===== src/rtl/core/bam_pkg.sv =====
// Package for the bitmap allocation map: action codes, controller states
// and word geometry constants. No dependencies.
package bam_pkg;

    // Map word geometry: eight bytes per memory word.
    localparam int BYTES_PER_WORD = 8;
    localparam int WORD_BITS      = 64;

    // Field widths fixed by the item format.
    localparam int SIZE_W   = 10;
    localparam int BITNO_W  = 12;
    localparam int ACTION_W = 2;

    // Action codes of an input beat.
    typedef enum logic [ACTION_W-1:0] {
        ACT_SET       = 2'd0,
        ACT_CLEAR     = 2'd1,
        ACT_FIND_ZERO = 2'd2,
        ACT_FIND_ONE  = 2'd3
    } action_t;

    // Controller states.
    typedef enum logic [1:0] {
        ST_CLEAR,
        ST_IDLE,
        ST_LOOK,
        ST_DONE
    } state_t;

endpackage


===== src/rtl/core/bam_mem.sv =====
// Map storage: one write port and one read port with registered read data.
// Depends on bam_pkg for the word width.
module bam_mem #(
    parameter int DEPTH  = 64,
    parameter int ADDR_W = 6
) (
    input  logic                           aclk,
    input  logic                           wr_en,
    input  logic [ADDR_W-1:0]              wr_addr,
    input  logic [bam_pkg::WORD_BITS-1:0]  wr_data,
    input  logic                           rd_en,
    input  logic [ADDR_W-1:0]              rd_addr,
    output logic [bam_pkg::WORD_BITS-1:0]  rd_data
);

    logic [bam_pkg::WORD_BITS-1:0] mem [DEPTH];
    logic [bam_pkg::WORD_BITS-1:0] rd_data_reg;

    // Write port.
    always_ff @(posedge aclk) begin
        if (wr_en) begin
            mem[wr_addr] <= wr_data;
        end
    end

    // Read port with registered read data.
    always_ff @(posedge aclk) begin
        if (rd_en) begin
            rd_data_reg <= mem[rd_addr];
        end
    end

    assign rd_data = rd_data_reg;

endmodule


===== src/rtl/core/bam_find.sv =====
// Finds the lowest matching bit in one 64-bit map word, limited to the
// bytes flagged as in use. Depends on bam_pkg for the word geometry.
module bam_find (
    input  logic [bam_pkg::WORD_BITS-1:0]       word_data,
    input  logic                                want_one,
    input  logic [bam_pkg::BYTES_PER_WORD-1:0]  byte_ok,
    output logic                                hit,
    output logic [5:0]                          bit_idx
);

    logic [bam_pkg::WORD_BITS-1:0]      probe;
    logic [bam_pkg::BYTES_PER_WORD-1:0] byte_nz;
    logic [2:0]                         byte_sel;
    logic [7:0]                         sel_byte;
    logic [2:0]                         bit_sel;
    logic                               bit_hit;

    // Turn the search into a search for ones and drop bytes out of range.
    always_comb begin
        probe = want_one ? word_data : ~word_data;
        for (int j = 0; j < bam_pkg::BYTES_PER_WORD; j++) begin
            byte_nz[j] = byte_ok[j] && (probe[j*8 +: 8] != 8'h00);
        end
    end

    // First level: lowest byte that holds a match.
    always_comb begin
        byte_sel = 3'd0;
        for (int j = bam_pkg::BYTES_PER_WORD - 1; j >= 0; j--) begin
            if (byte_nz[j]) begin
                byte_sel = 3'(j);
            end
        end
        sel_byte = probe[byte_sel*8 +: 8];
    end

    // Second level: lowest matching bit inside that byte.
    always_comb begin
        bit_sel = 3'd0;
        bit_hit = 1'b0;
        for (int k = 7; k >= 0; k--) begin
            if (sel_byte[k]) begin
                bit_sel = 3'(k);
                bit_hit = 1'b1;
            end
        end
    end

    assign hit     = (byte_nz != '0) && bit_hit;
    assign bit_idx = {byte_sel, bit_sel};

endmodule


===== src/rtl/core/bitmap_allocation_map.sv =====
// A set or clear beat goes from acceptance through a memory read, a write back and the output
// load to a result beat. A set or clear that names a bit out of range skips the memory. A
// search reads one 64-bit word (eight map bytes) per cycle through the single read port, up
// to ceil(bytes_in_use / 8) words, and still reads word 0 for a size of zero. Sizes above
// MAX_BYTES count as MAX_BYTES. One beat is in work at a time. The output register lets the
// next beat be accepted while a result waits; a finished beat holds in its last cycle until
// the waiting result is taken. After reset a clearing pass writes zero to every word, during
// which no beat is accepted; configuration writes are taken at any time.
// Depends on bam_pkg, bam_mem and bam_find.
module bitmap_allocation_map #(
    parameter int MAX_BYTES = 512
) (
    input  logic                          aclk,
    input  logic                          aresetn,
    input  logic                          cfg_wr_en,
    input  logic [bam_pkg::SIZE_W-1:0]    cfg_wr_data,
    input  logic                          s_valid,
    output logic                          s_ready,
    input  logic [bam_pkg::ACTION_W-1:0]  s_action,
    input  logic [bam_pkg::BITNO_W-1:0]   s_bit_number,
    output logic                          m_valid,
    input  logic                          m_ready,
    output logic                          m_found,
    output logic [bam_pkg::BITNO_W-1:0]   m_position,
    output logic                          m_out_of_range
);

    localparam int WORDS  = (MAX_BYTES + bam_pkg::BYTES_PER_WORD - 1) /
                            bam_pkg::BYTES_PER_WORD;
    localparam int ADDR_W = (WORDS > 1) ? $clog2(WORDS) : 1;
    localparam int CMP_W  = (ADDR_W + 4 > 11) ? ADDR_W + 4 : 11;
    localparam logic [16:0] MAX_B = 17'(MAX_BYTES);

    bam_pkg::state_t state_reg, state_next;

    logic [bam_pkg::SIZE_W-1:0]   cfg_reg;
    logic [bam_pkg::SIZE_W-1:0]   active;
    logic [bam_pkg::ACTION_W-1:0] act_reg, act_next;
    logic [bam_pkg::BITNO_W-1:0]  bit_reg, bit_next;
    logic [ADDR_W-1:0]            word_reg, word_next;
    logic [ADDR_W-1:0]            clr_reg, clr_next;
    logic                         res_found_reg, res_found_next;
    logic [bam_pkg::BITNO_W-1:0]  res_pos_reg, res_pos_next;
    logic                         res_oor_reg, res_oor_next;
    logic                         m_valid_reg, m_valid_next;
    logic                         m_found_reg, m_found_next;
    logic [bam_pkg::BITNO_W-1:0]  m_pos_reg, m_pos_next;
    logic                         m_oor_reg, m_oor_next;

    logic                            accept;
    logic                            in_update;
    logic                            in_oor;
    logic                            look_update;
    logic                            look_last;
    logic                            out_free;
    logic [CMP_W-1:0]                word_base;
    logic [bam_pkg::BYTES_PER_WORD-1:0] byte_ok;
    logic                            find_hit;
    logic [5:0]                      find_idx;
    logic [bam_pkg::WORD_BITS-1:0]   bit_mask;

    logic                            wr_en;
    logic [ADDR_W-1:0]               wr_addr;
    logic [bam_pkg::WORD_BITS-1:0]   wr_data;
    logic                            rd_en;
    logic [ADDR_W-1:0]               rd_addr;
    logic [bam_pkg::WORD_BITS-1:0]   rd_data;

    // Size register, written whenever the enable is high.
    always_ff @(posedge aclk) begin
        if (!aresetn) begin
            cfg_reg <= 10'd512;
        end else if (cfg_wr_en) begin
            cfg_reg <= cfg_wr_data;
        end
    end

    // Bytes covered, limited to the size of the store.
    assign active = ({7'd0, cfg_reg} > MAX_B) ? bam_pkg::SIZE_W'(MAX_B) : cfg_reg;

    // Input decode.
    assign accept    = s_valid && s_ready;
    assign in_update = (s_action == bam_pkg::ACT_SET) || (s_action == bam_pkg::ACT_CLEAR);
    assign in_oor    = {1'b0, s_bit_number[bam_pkg::BITNO_W-1:3]} >= active;
    assign out_free  = !m_valid_reg || m_ready;

    // Scan bookkeeping for the word whose data is on the read port.
    assign look_update = (act_reg == bam_pkg::ACT_SET) || (act_reg == bam_pkg::ACT_CLEAR);
    assign word_base   = CMP_W'({word_reg, 3'b000});
    assign look_last   = (word_base + CMP_W'(bam_pkg::BYTES_PER_WORD)) >= CMP_W'(active);

    always_comb begin
        for (int j = 0; j < bam_pkg::BYTES_PER_WORD; j++) begin
            byte_ok[j] = (word_base + CMP_W'(j)) < CMP_W'(active);
        end
    end

    bam_find u_find (
        .word_data (rd_data),
        .want_one  (act_reg == bam_pkg::ACT_FIND_ONE),
        .byte_ok   (byte_ok),
        .hit       (find_hit),
        .bit_idx   (find_idx)
    );

    assign bit_mask = bam_pkg::WORD_BITS'(1) << bit_reg[5:0];

    // Next state.
    always_comb begin
        state_next = state_reg;
        case (state_reg)
            bam_pkg::ST_CLEAR: begin
                if (clr_reg == ADDR_W'(WORDS - 1)) begin
                    state_next = bam_pkg::ST_IDLE;
                end
            end
            bam_pkg::ST_IDLE: begin
                if (s_valid) begin
                    state_next = (in_update && in_oor) ? bam_pkg::ST_DONE : bam_pkg::ST_LOOK;
                end
            end
            bam_pkg::ST_LOOK: begin
                if (look_update || find_hit || look_last) begin
                    state_next = bam_pkg::ST_DONE;
                end
            end
            bam_pkg::ST_DONE: begin
                if (out_free) begin
                    state_next = bam_pkg::ST_IDLE;
                end
            end
            default: state_next = bam_pkg::ST_IDLE;
        endcase
    end

    // Memory controls and input ready.
    always_comb begin
        s_ready = 1'b0;
        rd_en   = 1'b0;
        rd_addr = '0;
        wr_en   = 1'b0;
        wr_addr = clr_reg;
        wr_data = '0;
        case (state_reg)
            bam_pkg::ST_CLEAR: begin
                wr_en = 1'b1;
            end
            bam_pkg::ST_IDLE: begin
                s_ready = 1'b1;
                rd_en   = s_valid && !(in_update && in_oor);
                rd_addr = in_update ? ADDR_W'(s_bit_number[bam_pkg::BITNO_W-1:6]) : '0;
            end
            bam_pkg::ST_LOOK: begin
                if (look_update) begin
                    wr_en   = 1'b1;
                    wr_addr = word_reg;
                    wr_data = (act_reg == bam_pkg::ACT_SET) ? (rd_data | bit_mask)
                                                             : (rd_data & ~bit_mask);
                end else begin
                    rd_en   = !find_hit && !look_last;
                    rd_addr = word_reg + ADDR_W'(1);
                end
            end
            default: begin
                s_ready = 1'b0;
            end
        endcase
    end

    // Datapath next values.
    always_comb begin
        act_next       = act_reg;
        bit_next       = bit_reg;
        word_next      = word_reg;
        clr_next       = clr_reg;
        res_found_next = res_found_reg;
        res_pos_next   = res_pos_reg;
        res_oor_next   = res_oor_reg;
        m_valid_next   = m_valid_reg;
        m_found_next   = m_found_reg;
        m_pos_next     = m_pos_reg;
        m_oor_next     = m_oor_reg;

        if (state_reg == bam_pkg::ST_CLEAR) begin
            clr_next = clr_reg + ADDR_W'(1);
        end

        if (accept) begin
            act_next       = s_action;
            bit_next       = s_bit_number;
            word_next      = in_update ? ADDR_W'(s_bit_number[bam_pkg::BITNO_W-1:6]) : '0;
            res_found_next = 1'b0;
            res_pos_next   = '0;
            res_oor_next   = in_update && in_oor;
        end

        if (state_reg == bam_pkg::ST_LOOK && !look_update) begin
            if (find_hit) begin
                res_found_next = 1'b1;
                res_pos_next   = bam_pkg::BITNO_W'({word_reg, find_idx});
            end else if (!look_last) begin
                word_next = word_reg + ADDR_W'(1);
            end
        end

        // Output register.
        if (m_valid_reg && m_ready) begin
            m_valid_next = 1'b0;
        end
        if (state_reg == bam_pkg::ST_DONE && out_free) begin
            m_valid_next = 1'b1;
            m_found_next = res_found_reg;
            m_pos_next   = res_pos_reg;
            m_oor_next   = res_oor_reg;
        end
    end

    // Control registers.
    always_ff @(posedge aclk) begin
        if (!aresetn) begin
            state_reg   <= bam_pkg::ST_CLEAR;
            clr_reg     <= '0;
            m_valid_reg <= 1'b0;
        end else begin
            state_reg   <= state_next;
            clr_reg     <= clr_next;
            m_valid_reg <= m_valid_next;
        end
    end

    // Payload registers.
    always_ff @(posedge aclk) begin
        act_reg       <= act_next;
        bit_reg       <= bit_next;
        word_reg      <= word_next;
        res_found_reg <= res_found_next;
        res_pos_reg   <= res_pos_next;
        res_oor_reg   <= res_oor_next;
        m_found_reg   <= m_found_next;
        m_pos_reg     <= m_pos_next;
        m_oor_reg     <= m_oor_next;
    end

    bam_mem #(
        .DEPTH  (WORDS),
        .ADDR_W (ADDR_W)
    ) u_mem (
        .aclk    (aclk),
        .wr_en   (wr_en),
        .wr_addr (wr_addr),
        .wr_data (wr_data),
        .rd_en   (rd_en),
        .rd_addr (rd_addr),
        .rd_data (rd_data)
    );

    assign m_valid        = m_valid_reg;
    assign m_found        = m_found_reg;
    assign m_position     = m_pos_reg;
    assign m_out_of_range = m_oor_reg;

    // A result beat never reports both a hit and an out-of-range update.
    assert property (@(posedge aclk) disable iff (!aresetn)
        m_valid |-> !(m_found && m_out_of_range))
        else $error("found and out_of_range both set");

    // A miss or an update reports position zero.
    assert property (@(posedge aclk) disable iff (!aresetn)
        (m_valid && !m_found) |-> (m_position == '0))
        else $error("nonzero position without a hit");

    // A search never writes the map.
    assert property (@(posedge aclk) disable iff (!aresetn)
        (state_reg == bam_pkg::ST_LOOK && !look_update) |-> !wr_en)
        else $error("map written during a search");

    // Only one beat is in work at a time.
    assert property (@(posedge aclk) disable iff (!aresetn)
        accept |=> !s_ready)
        else $error("input accepted while a beat is in work");

    // The read and write ports never touch the same word in one cycle.
    assert property (@(posedge aclk) disable iff (!aresetn)
        (wr_en && rd_en) |-> (wr_addr != rd_addr))
        else $error("read and write collide on one word");

endmodule


===== config.mk =====
export PLATFORM = sky130hd
export DESIGN_NAME = bitmap_allocation_map
export DESIGN_NICKNAME = d
export VERILOG_FILES = /design/src/rtl/core/bam_pkg.sv /design/src/rtl/core/bam_mem.sv /design/src/rtl/core/bam_find.sv /design/src/rtl/core/bitmap_allocation_map.sv
export SDC_FILE = /design/constraint.sdc
export NUM_CORES = 2
export LEC_CHECK = 0
export BUFFER_PORTS_ARGS = -buffer_cell sky130_fd_sc_hd__buf_2
export CAP_MARGIN = 20
export CORE_UTILIZATION = 63
export DETAILED_ROUTE_END_ITERATION = 10
export PLACE_DENSITY = 0.78
export SLEW_MARGIN = 10
export SYNTH_ARGS = -nofsm -noshare
export SYNTH_HDL_FRONTEND = slang
export SYNTH_SLANG_ARGS = --single-unit

===== constraint.sdc =====
create_clock -name aclk -period 7.2 [get_ports aclk]
set_input_delay 0.36 -clock aclk [delete_from_list [all_inputs] [get_ports aclk]]
set_output_delay 0.36 -clock aclk [all_outputs]
set_load 0.05 [all_outputs]

Word-level counts from Yosys, hierarchy flattened
Memories as Yosys holds them, arrays and structs flattened. A register that Yosys moved wholly into a read port is not among the register bits.
Cells that the tools add are included.
{"block": "op_classes", "add_sub_neg": 10, "order_cmp": 11, "n_eq_ne": 11, "shift": 2, "muxes": 59, "bitwise_logic": 4, "n_reduce_logical": 40}
{"operator": "64-bit two-way mux", "count": 4}
{"operator": "64-bit NOT", "count": 2}
{"operator": "8-bit nonzero test", "count": 9}
{"operator": "10-bit less-than comparator", "count": 7}
{"operator": "64-bit AND", "count": 1}
{"operator": "64-bit OR", "count": 1}
{"operator": "64-bit by 7-bit indexed part select with 8-bit output", "count": 1}
{"operator": "1-bit by 6-bit left shift with 64-bit output (first input constant)", "count": 1}
{"operator": "3-bit two-way mux", "count": 16}
{"operator": "6-bit two-way mux", "count": 8}
{"operator": "9-bit by 3-bit adder with 10-bit output (second input constant)", "count": 4}
{"operator": "12-bit two-way mux", "count": 3}
{"operator": "9-bit by 2-bit adder with 10-bit output (second input constant)", "count": 2}
{"operator": "1-bit two-way mux", "count": 19}
{"operator": "1-bit logical AND", "count": 16}
{"operator": "6-bit by 1-bit adder with 6-bit output (second input constant)", "count": 2}
{"operator": "6-bit case mux with 2 select lines", "count": 1}
{"operator": "9-bit by 1-bit adder with 10-bit output (second input constant)", "count": 1}
{"operator": "9-bit by 4-bit adder with 10-bit output (second input constant)", "count": 1}
{"operator": "10-bit greater-or-equal comparator", "count": 1}
{"operator": "9-bit by 10-bit greater-or-equal comparator with 1-bit output", "count": 1}
{"operator": "10-bit > comparator (second input constant)", "count": 1}
{"operator": "9-bit by 10-bit less-than comparator with 1-bit output", "count": 1}
{"operator": "10-bit two-way mux", "count": 1}
{"operator": "other kinds (12)", "count": 33}
{"block": "word_totals", "ff_bits": 61, "ramBits": 4096, "in_bits": 29, "output_inout_bits": 16, "word_cells": 151, "mem_count": 1}
{"name": "u_mem.mem", "depth": 64, "width": 64, "read_ports": 1, "rd_clocked_by_memory_dff": 1, "write_ports": 1, "line_no": "bam_mem.sv:16", "rtl": "logic [bam_pkg::WORD_BITS-1:0] mem [DEPTH];"}

Depth between registers and ports, before layout
{"block": "logic_depth", "depth_word": 26, "depth_mapped": 20, "ltp_nobuf": 16}

Cells and area by module
From an unflattened synthesis, not the netlist that was laid out.
{"block": "unflattened", "cells_unflattened": 7371, "hier_area_um2": 163187.8}
{"module": "bam_mem", "n_inst": 1, "cells_each": 6598, "area_each_um2": 156989.3, "seq_area_each_um2": 124919.8}
{"module": "bitmap_allocation_map", "n_inst": 1, "cells_each": 576, "area_each_um2": 4493.1, "seq_area_each_um2": 1451.4}
{"module": "bam_find", "n_inst": 1, "cells_each": 197, "area_each_um2": 1705.4, "seq_area_each_um2": 0.0}

Worst setup path before layout
OpenSTA, ideal clock, no wires.
{"block": "synth_path", "path_type": "flip-flop to flip-flop", "startpoint": "reg cfg_reg[9] (netlist bit)", "endpoint": "reg u_mem.rd_data_reg (netlist bit u_mem.rd_data[0]) (read register of u_mem.mem), enable pin", "setup_time_ns": 0.487, "arrival_ns": 5.160, "required_time_ns": 6.713, "setup_slack_ns": 1.552, "stages_incl_launch_ff": 16, "n_path_buf": 1, "synth_period_minus_slack_ns": 5.648, "path_cell_list": "dfxtp_1 buf_2 nor2b_1 ha_1 nand2b_1 a21o_1 a21o_1 a21o_1 a21o_1 a21o_1 a21o_1 a21o_1 a21oi_1 nor3_1 o21a_1 nor2_1"}
{"block": "synth_via", "elab_chain_len": 26}
{"item": "start: declaration", "line_no": "bitmap_allocation_map.sv:36", "rtl": "logic [bam_pkg::SIZE_W-1:0] cfg_reg;"}
{"item": "start signal: assignment", "line_no": "bitmap_allocation_map.sv:74", "rtl": "cfg_reg <= cfg_wr_data;"}
{"item": "10-bit > comparator", "line_no": "bitmap_allocation_map.sv:79", "rtl": "assign active = ({7'd0, cfg_reg} > MAX_B) ? bam_pkg::SIZE_W'(MAX_B) : cfg_reg;"}
{"item": "10-bit two-way mux *", "line_no": "bitmap_allocation_map.sv:79"}
{"item": "10-bit less-than comparator", "line_no": "bitmap_allocation_map.sv:94", "rtl": "byte_ok[j] = (word_base + CMP_W'(j)) < CMP_W'(active);"}
{"item": "1-bit logical AND", "line_no": "bam_find.sv:22", "rtl": "byte_nz[j] = byte_ok[j] && (probe[j*8 +: 8] != 8'h00);"}
{"item": "3-bit two-way mux (8 in series)", "line_no": "bam_find.sv:30", "rtl": "if (byte_nz[j]) begin"}
{"item": "64-bit by 7-bit indexed part select with 8-bit output", "line_no": "bam_find.sv:34", "rtl": "sel_byte = probe[byte_sel*8 +: 8];"}
{"item": "1-bit two-way mux (8 in series)", "line_no": "bam_find.sv:42", "rtl": "if (sel_byte[k]) begin"}
{"item": "1-bit logical AND", "line_no": "bam_find.sv:49", "rtl": "assign hit = (byte_nz != '0) && bit_hit;"}
{"item": "1-bit zero test", "line_no": "bitmap_allocation_map.sv:160", "rtl": "rd_en = !find_hit && !look_last;"}
{"item": "1-bit logical AND", "line_no": "bitmap_allocation_map.sv:160"}
{"item": "1-bit two-way mux", "line_no": "bitmap_allocation_map.sv:154", "rtl": "if (look_update) begin"}
{"item": "1-bit case mux with 2 select lines *", "line_no": "bitmap_allocation_map.sv:144", "rtl": "case (state_reg)"}
{"item": "via rd_en", "line_no": "bitmap_allocation_map.sv:65", "rtl": "logic rd_en;"}
{"item": "end: declaration", "line_no": "bam_mem.sv:17", "rtl": "logic [bam_pkg::WORD_BITS-1:0] rd_data_reg;"}
Mark *: on every way through the listed nets, which the timed path passes. The rest lies on a longest branch.
A chain may end at the register's enable or synchronous reset.

Final worst setup path
{"block": "layout_path", "startpoint": "reg cfg_reg[9] (netlist bit)", "endpoint": "reg res_pos_reg[0] (netlist bit)"}
{"block": "layout_via", "elab_chain_len": 24}
{"item": "10-bit > comparator", "line_no": "bitmap_allocation_map.sv:79"}
{"item": "10-bit two-way mux *", "line_no": "bitmap_allocation_map.sv:79"}
{"item": "10-bit less-than comparator", "line_no": "bitmap_allocation_map.sv:94"}
{"item": "1-bit logical AND", "line_no": "bam_find.sv:22"}
{"item": "3-bit two-way mux (8 in series)", "line_no": "bam_find.sv:30"}
{"item": "64-bit by 7-bit indexed part select with 8-bit output", "line_no": "bam_find.sv:34"}
{"item": "1-bit two-way mux (8 in series)", "line_no": "bam_find.sv:42"}
{"item": "1-bit logical AND", "line_no": "bam_find.sv:49"}
{"item": "12-bit two-way mux *", "line_no": "bitmap_allocation_map.sv:198", "rtl": "if (find_hit) begin"}
{"item": "12-bit two-way mux *", "line_no": "bitmap_allocation_map.sv:197", "rtl": "if (state_reg == bam_pkg::ST_LOOK && !look_update) begin"}
{"item": "via res_pos_next (one bit)", "line_no": "bitmap_allocation_map.sv:43", "rtl": "logic [bam_pkg::BITNO_W-1:0] res_pos_reg, res_pos_next;"}
{"item": "end signal: assignment", "line_no": "bitmap_allocation_map.sv:237", "rtl": "res_pos_reg <= res_pos_next;"}
{"item": "end: declaration", "line_no": "bitmap_allocation_map.sv:43"}
Marks and branches as above.

==> results.yml <==
setup_path:
  worstPathMaxFanout: 20
  worstPathRequired_ps: 8070
  start_kind: "flip-flop"
  rr_startpoint: "cfg_reg[9]$_SDFFE_PN1P_"
  arrival_ps: 6370
  ff2ff_setup_slack_ps: 1700
  crit_type: "reg2reg"
  critPathCaptureType: "flip-flop"
  r2r-end: "res_pos_reg[0]$_DFF_P_"
  r2r.worst_path.cells: 15
cells_and_area:
  drive_gt1_frac: 0.194
  multi_input_area_um2: 41300
  num-fill-cells: 15100
  largest_reg_flops: 4096
  nets: 9426
  syn2layout_area_growth_pct: 11.9
  regArea_um2: 126000
pwr:
  sequentialPowerShare: 0.523
  p_sw_uw: 12300
  combinationalPowerShare: 0.078
  clkPwrFrac: 0.399
  swShare: 0.233
  power_per_cell_area_nw_per_um2: 280
  p_int_uw: 40700
  p_leak_uw: 0.0588
  vdd_drop_max_mv: 0.324
logic_synthesis:
  synth.cell_area_um2: 169000
  yosysUniqueCellTypes: 66
  yosysSeqAreaShare: 0.747
  ys.flop_type: "edfxtp_1"
  synth-adder-area-share: 0.00215
  synth-compound-area-share: 0.0683
  ys_warn_count: 0
  synth_fp_nets: 9324
  synth_edf_count: 4183
  synth-seq-cells: 4221
  yosysTopAreaCell: "edfxtp_1"
  netlist_instances: 9266
  ys_async_sr_fraction: 0
  synth_top_family_by_area: "multiplexers"
  synthMuxAreaShare: 0.105
  synth.avg_cell_area_um2: 18.2
  synthSimpleGateAreaFrac: 0.0599
  synth-xor-area-share: 0.000932
  synthMostInstantiatedCell: "edfxtp_1"
  ys_top_cells_by_area: "edfxtp_1 (74%), mux4_2 (10%), nand3b_1 (4.6%)"
  yosysTopAreaCellShare: 0.743
  synthTopCellsByCount: "edfxtp_1 (4,183), o21ai_0 (1,049), nand3b_1 (1,032)"
drt:
  viasPerCell: 7.31
  m1WireLength_um: 164000
  vias: 96800
  dr.pass1.iters: 10
  postRouteAntennaNets: 0
  dr.first_iter.drc_count: 16800
  met3_length_um: 66000
  dr_wl_met2_um: 221000
  wirelength_um: 485000
  drc_errors: 0
  wl_per_cell_um: 36.6
  routed.top_layer: "met5"
global_routing:
  grt_pass1_wl_um: 678000
  grt_max_degree: 185
  gr-total-overflow: 0
  grt_pass1_vias: 94400
  grt_util_all_layers: 0.357
  antenna_found_initial: 10
status:
  outcome: "complete, no violations"
timing:
  final-hold-violation-count: 0
  timing.hold.ws_ps: 214
  timing.setup.tns_ps: 0
  slew_violations: 0
  fin_crit_sh: 0.764
  fin_skew_ps: 67.4
  slew-limit-headroom: 0.134
  setup_violations: 0
  fmax_mhz: 182
  period_needed_ps: 5500
  rsz0062_at_grt: "no"
  max_slew.worst_pin.slew_ps: 1290
cts:
  cts.sinks: 4221
  h-tree-depth: 5
  ctsResizeCount: 0
  cts_buffers: 404
  clk_path_buf_depth: 4
  root_buffer: "clkbuf_16"
  clkTransAtPathRegs_ps: 70
  cts_tree: "built"
  clk_latency_ps: 980
placed_design:
  place_congestion: 0.916
  portBuffers: 44
  dp_hpwl_um: 252000
hold_path:
  hold_path_class: "in2reg"
  min_delay_path_depth: 4
  hold_end: "cfg_reg[9]$_SDFFE_PN1P_"
  min_from: "cfg_wr_data[9]"
floorplan:
  die_w_um: 520
  row_count: 189
  start_util: 0.636
  ios: 45
  core_area_um2: 266000
  die_h_um: 520
  die-area_um2: 270000
job:
  maxCapViolations: 0
layout make-up:
cell class                      instances  share of cell area
Sequential cell                      4221               0.668
Multi-Input combinational cell       4307               0.218
Clock buffer                          496              0.0559
Tap cell                             3533              0.0234
Timing Repair Buffer                  409              0.0209
Clock inverter                        243              0.0132
Inverter                               25            0.000496
Antenna cell                            4           0.0000529
cell usage in the layout, fill, tap and decap left out, types with 9 or more instances in the layout:
master and n:
o21a_1 9, a211oi_4 64, clkbuf_16 408, ha_1 28, dfxtp_1 38, nor4_1 15
nor2b_1 9, bufinv_16 41, nor2_1 46, clkbuf_1 85, inv_1 23, o21ai_0 1049
a211oi_1 69, dlygate4sd3_1 36, nor3_1 9, o211ai_1 518, buf_2 44, clkinvlp_4 16
edfxtp_1 4183, nand4_1 18, clkinv_2 69, nand3_1 34, nor2_4 65, buf_4 257
mux4_2 775, buf_12 68, xnor2_1 15, and2_1 64, a31oi_1 68, mux2i_1 27
clkinv_1 91, nand3b_1 1032, a21o_1 10, a21oi_1 86, nand2_1 185
how the worst max path moves through the flow:
stage | slack (ps) | end | startpoint | depth (start not counted)
after floorplan | 1550 | u_mem.rd_data[0]$_DFFE_PP_ | cfg_reg[9]$_SDFFE_PN1P_ | 15
after global placement | 1970 | res_pos_reg[0]$_DFF_P_ | cfg_reg[9]$_SDFFE_PN1P_ | 15
after detailed placement | 1810 | res_pos_reg[0]$_DFF_P_ | cfg_reg[9]$_SDFFE_PN1P_ | 15
after CTS | 1780 | res_pos_reg[0]$_DFF_P_ | cfg_reg[9]$_SDFFE_PN1P_ | 15
after global routing | 1350 | res_pos_reg[2]$_DFF_P_ | cfg_reg[9]$_SDFFE_PN1P_ | 15
final | 1700 | res_pos_reg[0]$_DFF_P_ | cfg_reg[9]$_SDFFE_PN1P_ | 15
critical path: stages (launching register included):
cell and delay (ps):
dfxtp_1 570, clkinv_1 350, nand2_1 210, ha_1 260
nand4b_1 240, nor2_1 160, a221o_1 390, a222oi_1 740
a211o_2 430, nand2_2 430, mux4_2 610, nor2b_1 140
a31oi_1 240, xnor2_1 200, o211ai_1 150, a221oi_2 270
power by group through the flow:
| stage | combinational (uW) | clock [uW] | sequential (uW) |
|---|---|---|---|
| after floorplan | 2530 | 0 | 28200 |
| after global placement | 3930 | 0 | 28200 |
| after detailed placement | 4000 | 0 | 28200 |
| after CTS | 4060 | 21200 | 27700 |
| after global routing | 4310 | 22100 | 27700 |
| final | 4140 | 21200 | 27700 |
kinds of logic (layout without fill, tap and decap cells):
family | count (synthesis) | count (layout)
fa+ha+maj | 29 | 29
buf+inv | 738 | 1173
compound gates | 1917 | 1917
xor+xnor | 18 | 18
mux | 802 | 802
simple gates | 1541 | 1541
other cells | 0 | 4
flops | 4221 | 4221
layer usage:
| layer | vias up | track usage |
|---|---|---|
| met5 | - | 0.00105 |
| met4 | 8 | 0.214 |
| met3 | 1620 | 0.0865 |
| met2 | 7937 | 0.543 |
| met1 | 49000 | 0.476 |
| li1 | 38200 | - |
through the flow:
stage,total power (uW),instance area (um^2),std cells,setup slack [ps],utilization
2_1_floorplan,30700,169000,9266,1550,-
3_3_place_gp,32100,176000,12500,1970,0.660
3_5_place_dp,32200,176000,12500,1810,0.661
4_1_cts,53000,189000,13200,1780,0.711
5_1_grt,54100,189000,13200,1350,0.711
6_report,53000,189000,13200,1700,0.711
what timing repair did:
item,4_1_cts,5_1_grt
hold buffers,36,0
setup endpoints to repair,0,0
setup buffers,0,0
hold endpoints to repair,36,0
Note: power is estimated with default switching activity, not from simulation.
